File: src/llacs_pkg.sv
// ----------------------------------------------------------------------------
// llacs_pkg
// Shared types and constants of the life-like cell step block: pixel and
// field widths, command kinds, configuration register indexes and the
// control group that drives the per-bit neighbour counters.
// ----------------------------------------------------------------------------
package llacs_pkg;

    // Field widths of the channels.
    localparam int POS_W     = 6;
    localparam int COORD_W   = 7;
    localparam int CHAN_W    = 8;
    localparam int PIXEL_W   = 24;
    localparam int CFG_IDX_W = 2;
    localparam int CFG_DATA_W = 18;
    localparam int RULE_W    = 18;

    // Neighbour count runs from 0 to 8; survival rules sit nine bits up.
    localparam int CNT_W              = 4;
    localparam int RULE_IDX_W         = 5;
    localparam int RULE_SURVIVE_SHIFT = 9;
    localparam int NEIGHBOURS         = 8;

    // Command kinds.
    localparam logic KIND_WRITE = 1'b0;
    localparam logic KIND_EVAL  = 1'b1;

    // Configuration register indexes.
    localparam logic [CFG_IDX_W-1:0] CFG_FRAME_ROWS = 2'd0;
    localparam logic [CFG_IDX_W-1:0] CFG_FRAME_COLS = 2'd1;
    localparam logic [CFG_IDX_W-1:0] CFG_RULE_MASK  = 2'd2;

    // Reset values of the configuration registers.
    localparam logic [COORD_W-1:0] FRAME_ROWS_RST = 7'd64;
    localparam logic [COORD_W-1:0] FRAME_COLS_RST = 7'd64;
    localparam logic [RULE_W-1:0]  RULE_MASK_RST  = 18'h01808;

    typedef logic [PIXEL_W-1:0] pixel_t;
    typedef logic [CNT_W-1:0]   count_t;

    // Control of the neighbour counter lanes.
    typedef struct packed {
        logic clear;     // any accepted command beat; starts a new evaluation
        logic load_self; // read data holds the centre cell
        logic add_nbr;   // read data holds one neighbour
    } lane_ctl_t;

endpackage

File: src/llacs_lane_count.sv
// ----------------------------------------------------------------------------
// llacs_lane_count
// Twenty-four bit-plane lanes. Each lane keeps its centre bit and counts
// the set neighbour bits as frame words stream in, then looks up the
// birth or survival rule to give the next-generation bit.
// ----------------------------------------------------------------------------
module llacs_lane_count (
    input  logic                                clk,
    input  llacs_pkg::lane_ctl_t                ctl,
    input  llacs_pkg::pixel_t                   rd_data,
    input  logic [llacs_pkg::RULE_W-1:0]        rule_mask,
    output llacs_pkg::pixel_t                   pixel_next
);
    import llacs_pkg::*;

    count_t cnt_reg [PIXEL_W];
    pixel_t self_reg;

    // Per-lane accumulation of neighbour bits.
    always_ff @(posedge clk)
    begin
        if (ctl.load_self)
        begin
            self_reg <= rd_data;
        end
        for (int b = 0; b < PIXEL_W; b++)
        begin
            if (ctl.clear)
            begin
                cnt_reg[b] <= '0;
            end
            else if (ctl.add_nbr)
            begin
                cnt_reg[b] <= cnt_reg[b] + count_t'(rd_data[b]);
            end
        end
    end

    // Rule lookup: survival entries sit above the birth entries.
    always_comb
    begin
        logic [RULE_IDX_W-1:0] idx;
        idx = '0;
        for (int b = 0; b < PIXEL_W; b++)
        begin
            idx = RULE_IDX_W'(cnt_reg[b])
                + (self_reg[b] ? RULE_IDX_W'(RULE_SURVIVE_SHIFT) : '0);
            pixel_next[b] = rule_mask[idx];
        end
    end

endmodule
File: config.mk
export PLATFORM = sky130hd
export DESIGN_NAME = llacs_lane_count
export DESIGN_NICKNAME = d
export VERILOG_FILES = /design/src/llacs_pkg.sv /design/src/llacs_lane_count.sv
export SDC_FILE = /design/constraint.sdc
export NUM_CORES = 1
export LEC_CHECK = 0
export ABC_AREA = 1
export BUFFER_PORTS_ARGS = -buffer_cell sky130_fd_sc_hd__buf_2
export CAP_MARGIN = 20
export CORE_ASPECT_RATIO = 1.1
export CORE_MARGIN = 4
export CORE_UTILIZATION = 55
export DETAILED_ROUTE_END_ITERATION = 16
export PLACE_DENSITY = 0.73
export SKIP_LAST_GASP = 1
export SYNTH_ARGS = -nofsm -noshare
export SYNTH_HDL_FRONTEND = slang
export SYNTH_SLANG_ARGS = --single-unit
File: constraint.sdc
create_clock -name clk -period 2.9 [get_ports clk]
set_input_delay 0.58 -clock clk [delete_from_list [all_inputs] [get_ports clk]]
set_output_delay 0.58 -clock clk [all_outputs]
set_load 0.01 [all_outputs]
Yosys cells after proc, flatten, opt, wreduce, memory -nomap -nowiden
Memory sizes are Yosys's and may differ from the RTL's. Index checks and enable logic that the tools add are counted.

$add $sub $neg: 48. Multiply operators: 0. Divide/modulo/power cells: 0. Order comparisons: 24. Eq/ne operators: 0. Shift operators: 0. Muxes and demuxes: 101. Bitwise operators: 24. Reductions and logical operators: 0.

Operators by type and width (count): two-way mux 4 bit (48); < comparator 5 x 6 -> 1 bit, second input constant (24); adder 4 x 4 -> 5 bit (24); binary-select mux 1 bit (select 5 bit) (24); adder 4 x 1 -> 4 bit (24); two-way mux 1 bit (29); bitwise OR 1 bit (24).

Bits in registers: 24. Bits in latches: 0. Memory bits (writable): 96. Bits in read-only memories: 0. Output and inout port bits: 24. Logic and storage cells: 199. Memories kept: 1.

Memories: cnt_reg (depth 24, bits a word 4, read ports 24, clocked after memory_dff 0, wr ports 24, line llacs_lane_count.sv:16) `count_t cnt_reg [PIXEL_W];`.

Depth between registers and ports, before layout
Word-level depth: 4. Depth in mapped cells: 10. Gate-level depth less buffers: 9.

Worst setup path after synthesis
Ideal clock, no wire load.

Path type: input to register. Start point: input ctl[2] (netlist bit). End point: memory cnt_reg[0][0] (netlist bit), enable pin. Setup time: 414 ps. Arrival time: 1784 ps. Required time: 2486 ps. Slack: 702 ps. Cell stages on the path: 1. Buffers on the path: 0. Cell sequence: or2_2.

RTL lines: start, declared (line llacs_lane_count.sv:9) `input llacs_pkg::lane_ctl_t ctl,`; end, declared (line llacs_lane_count.sv:16).

Final worst setup path
Start point: register self_reg[1]. End point: output pixel_next[1].

Cells in the longest elaborated chain, start to end: 4.

RTL lines: start, declared (line llacs_lane_count.sv:17) `pixel_t self_reg;`; start signal, assigned (line llacs_lane_count.sv:24) `self_reg <= rd_data;`; two-way mux 4 bit (line llacs_lane_count.sv:47) `+ (self_reg[b] ? RULE_IDX_W'(RULE_SURVIVE_SHIFT) : '0);`; adder 4 x 4 -> 5 bit (line llacs_lane_count.sv:47); binary-select mux 1 bit (select 5 bit) (line llacs_lane_count.sv:48) `pixel_next[b] = rule_mask[idx];`; two-way mux 1 bit (not written as such) (line llacs_lane_count.sv:48); end, declared (line llacs_lane_count.sv:12) `output llacs_pkg::pixel_t pixel_next`.

No other way between the ends. The select of a mux whose other input is x is not followed.

==> run_results.csv <==
group,metric,value,unit
power_and_ir_drop,intPower,4135,uW
setup_path,slowest_cell_on_the_critical_path,"sky130_fd_sc_hd__edfxtp_1",
cts,clk_latency,0.42,ns
drt,route.detailed.wl_per_inst,15.15,um
grt,vias_in_the_first_global_route,10700,
synth,synth_flop_cell,"sky130_fd_sc_hd__edfxtp_1",
floorplan,core_area,21580,um2
sta,worst_clock_skew,0.007497,ns
synth,postSynth.asyncResetShare,0,
floorplan,height_of_the_die,164.2,um
power_and_ir_drop,p_seq_frac,0.337,
drt,vias_per_cell,5.589,
cts,path_clk_slew,0.06,ns
drt,first_pass_iters,8,
sta,min_period_over_period,0.9538,
power_and_ir_drop,vdd_ir_drop_max,0.0004180,V
grt,grt_max_degree,72,
drt,detail-route-antenna-nets,0,
synth,synth-edff-count,120,
cts,cts_tree,"yes",
sta,tightestPinTransition,0.8939,ns
finish,post_route_cells_drive_above_1_share,0.1059,
floorplan,die-width,150.0,um
synth,syn-cell-area,12200,um2
sta,maxSlewHeadroom,0.4040,
run_status,run_status,"completed",
sta,timing.final.setup_violations,0,
floorplan,design.portCount,70,
sta,timing_hold_violations_final,0,
floorplan,fp-row-count,56,
synth,synth_top_cell_area_share,0.2954,
setup_path,worstSetupPathType,"flip-flop to primary output",
placed_design,portBuffers,69,
floorplan,initial_core_util,0.5652,
synth,postSynthCellCount,1740,
grt,antenna_found_initial,1,
power_and_ir_drop,switching_share,0.3615,
grt,gr-usage-all-layers,0.2565,
sta,rsz_0062_raised_after_global_routing,"no",
synth,synth_top_cells_by_area,"sky130_fd_sc_hd__edfxtp_1 30%, sky130_fd_sc_hd__nand3_1 16%, sky130_fd_sc_hd__nand2_1 15%",
sta,pins_over_slew_limit,0,
power_and_ir_drop,p_sw,2341,uW
setup_path,biggest_fanout_along_the_worst_timing_path,5,
power_and_ir_drop,power.density,486.3,nW/um2
sta,clock.fmax,361.5,MHz
drt,drtIter0Drc,1046,
sta,finalSetupTns,0,ns
placed_design,dpl.hpwl,20170,um
synth,postSynthNetCount,1906,
synth,post_synth_most_frequent_cells,"499 x sky130_fd_sc_hd__nand2_1, 382 x sky130_fd_sc_hd__nand3_1, 152 x sky130_fd_sc_hd__inv_1",
cts,cts_max_path_buffers,2,
finish,filler_cell_count,1987,
setup_path,worst_path_largest_cell_delay,0.39,ns
setup_path,crit_path_cell_trace,"ha_1, ha_1, inv_1, nand3_1, nand3_1, nand3_1, nand2_1, nand2_1, nand2_1, buf_2",
synth,synth_most_common_cell,"sky130_fd_sc_hd__nand2_1",
cts,cts.sink_count,120,
finish,final_cell_count_without_fillers,2057,
power_and_ir_drop,total_leakage_power,0.006271,uW
cts,postCtsSetupBuffers,0,
drt,detail_route.wirelength,31170,um
cts,cts_root_buffer,"sky130_fd_sc_hd__clkbuf_16",
cts,cts_inserted_buffers,17,
synth,synth_area_leader,"sky130_fd_sc_hd__edfxtp_1",
synth,yosys_warnings,0,
synth,seq_total_area_yosys,0.2954,
cts,postCtsHoldBufs,0,
grt,grt_first_pass_wirelength,51220,um
job,maxCapViolations,0,
drt,drc,0,
power_and_ir_drop,combinationalPowerShare,0.350,
setup_path,critPathRequiredTime,2.32,ns
setup_path,critical-path-top-delay-family,"adder cells",
sta,post-route-min-period,2.766,ns
drt,vias,11500,
setup_path,setup.worst_path.end_class,"primary output",
synth,synthesis.area_per_instance,7.010,um2
setup_path,combined_buffer_and_inverter_count_along_the_critical_path,2,
placed_design,setup_ws_pre_cts,0.4845,ns
sta,final_critical_path_setup_slack,0.1340,ns
finish,finish.net_count,1921,
grt,grt-ovfl-total,0,
finish,largest_register_ff_count,96,
power_and_ir_drop,pwr-share-clk,0.313,
finish,area.growth.synth_to_final,9.181,%
placed_design,post-place-cells,2026,
floorplan,design.die.area,24630,um2
synth,synthDistinctLibCells,22,
placed_design,last_weighted_congestion_value_of_the_routability_driven_placer,0.8982,
cts,cts.htree.levels,4,
setup_path,arrival,2.19,ns
setup_path,startpoint_type,"flip-flop",
min_path,worstHoldPathType,"primary input to flip-flop",
synth,synth-seq-cells,120,
==> logic make-up after synthesis <==
kind of cell / after synthesis / share of synthesized area
flops: 120 / 0.2954
xor+xnor: 109 / 0.08135
simple gates: 1009 / 0.3565
buf+inv: 281 / 0.09510
fa+ha+maj: 120 / 0.1231
compound gates: 101 / 0.04852
==> cell type report <==
type	count	area, um2	share of cell area
diodes	1	2.502	0.0001879
flip-flops and latches	120	3603	0.2706
repair buffers	87	643.1	0.04829
multi-input cells	1339	7451	0.5595
well taps	290	362.8	0.02725
clock inverters	12	111.4	0.008362
inverters	190	713.2	0.05356
clock buffers	18	429.2	0.03223
==> power groups by stage <==
stage	clock, uW	combinational [uW]	sequential, uW
6_report	2030	2270	2180
5_1_grt	2130	2580	2210
4_1_cts	2060	2240	2180
3_5_place_dp	0	2230	2220
3_3_place_gp	0	2200	2210
2_1_floorplan	0	1720	2160
==> metrics by stage <==
stage / utilization / hold slack [ns] / power [uW] / area, um2
6_report: 0.6171 / 0.3488 / 6476 / 13320
5_1_grt: 0.6171 / 0.3463 / 6908 / 13320
4_1_cts: 0.6166 / 0.3406 / 6484 / 13310
3_5_place_dp: 0.5915 / 0.6494 / 4447 / 12770
3_3_place_gp: 0.5915 / 0.6419 / 4412 / 12770
2_1_floorplan: - / 0.6180 / 3878 / 12200
==> worst paths after layout <==
check / start / end / slack (ns) / cells after the start
worst min-delay path: rd_data[23] / self_reg[23]$_DFFE_PP_ / 0.35 / 1
worst min register to register: cnt_reg[0][7]$_SDFFCE_PN0P_ / cnt_reg[0][7]$_SDFFCE_PN0P_ / 0.66 / 2
worst max register to register: cnt_reg[3][4]$_SDFFCE_PN0P_ / cnt_reg[3][6]$_SDFFCE_PN0P_ / 1.60 / 4
worst max-delay path: self_reg[1]$_DFFE_PP_ / pixel_next[1] / 0.13 / 10
==> repair_timing <==
| action | 4_1_cts | 5_1_grt |
|---|---|---|
| gates resized for setup | 0 | 8 |
| endpoints found under the setup margin | 0 | 8 |
| endpoints found under the hold margin | 0 | 0 |
==> layout by cell type, fill, tap and decap left out, types with 17 or more instances in the layout <==
cell type and count:
sky130_fd_sc_hd__nand3_1 382, sky130_fd_sc_hd__xnor2_1 45, sky130_fd_sc_hd__nand2_1 498, sky130_fd_sc_hd__nor2_1 96
sky130_fd_sc_hd__ha_1 117, sky130_fd_sc_hd__or2_2 23, sky130_fd_sc_hd__buf_2 69, sky130_fd_sc_hd__o21ai_0 51
sky130_fd_sc_hd__inv_1 147, sky130_fd_sc_hd__a21oi_1 27, sky130_fd_sc_hd__edfxtp_1 120, sky130_fd_sc_hd__o2111ai_1 23
sky130_fd_sc_hd__inv_2 43, sky130_fd_sc_hd__xor2_1 59, sky130_fd_sc_hd__clkbuf_16 17
==> per-layer routing <==
layer	global-route usage	wire (um)	vias up
met1	0.3198	13010	5153
met2	0.4466	14820	459
li1	-	-	5784
met5	0	0	-
met3	0.03477	2196	100
met4	0.1052	1145	0
Note: power is estimated with default switching activity, not from simulation.
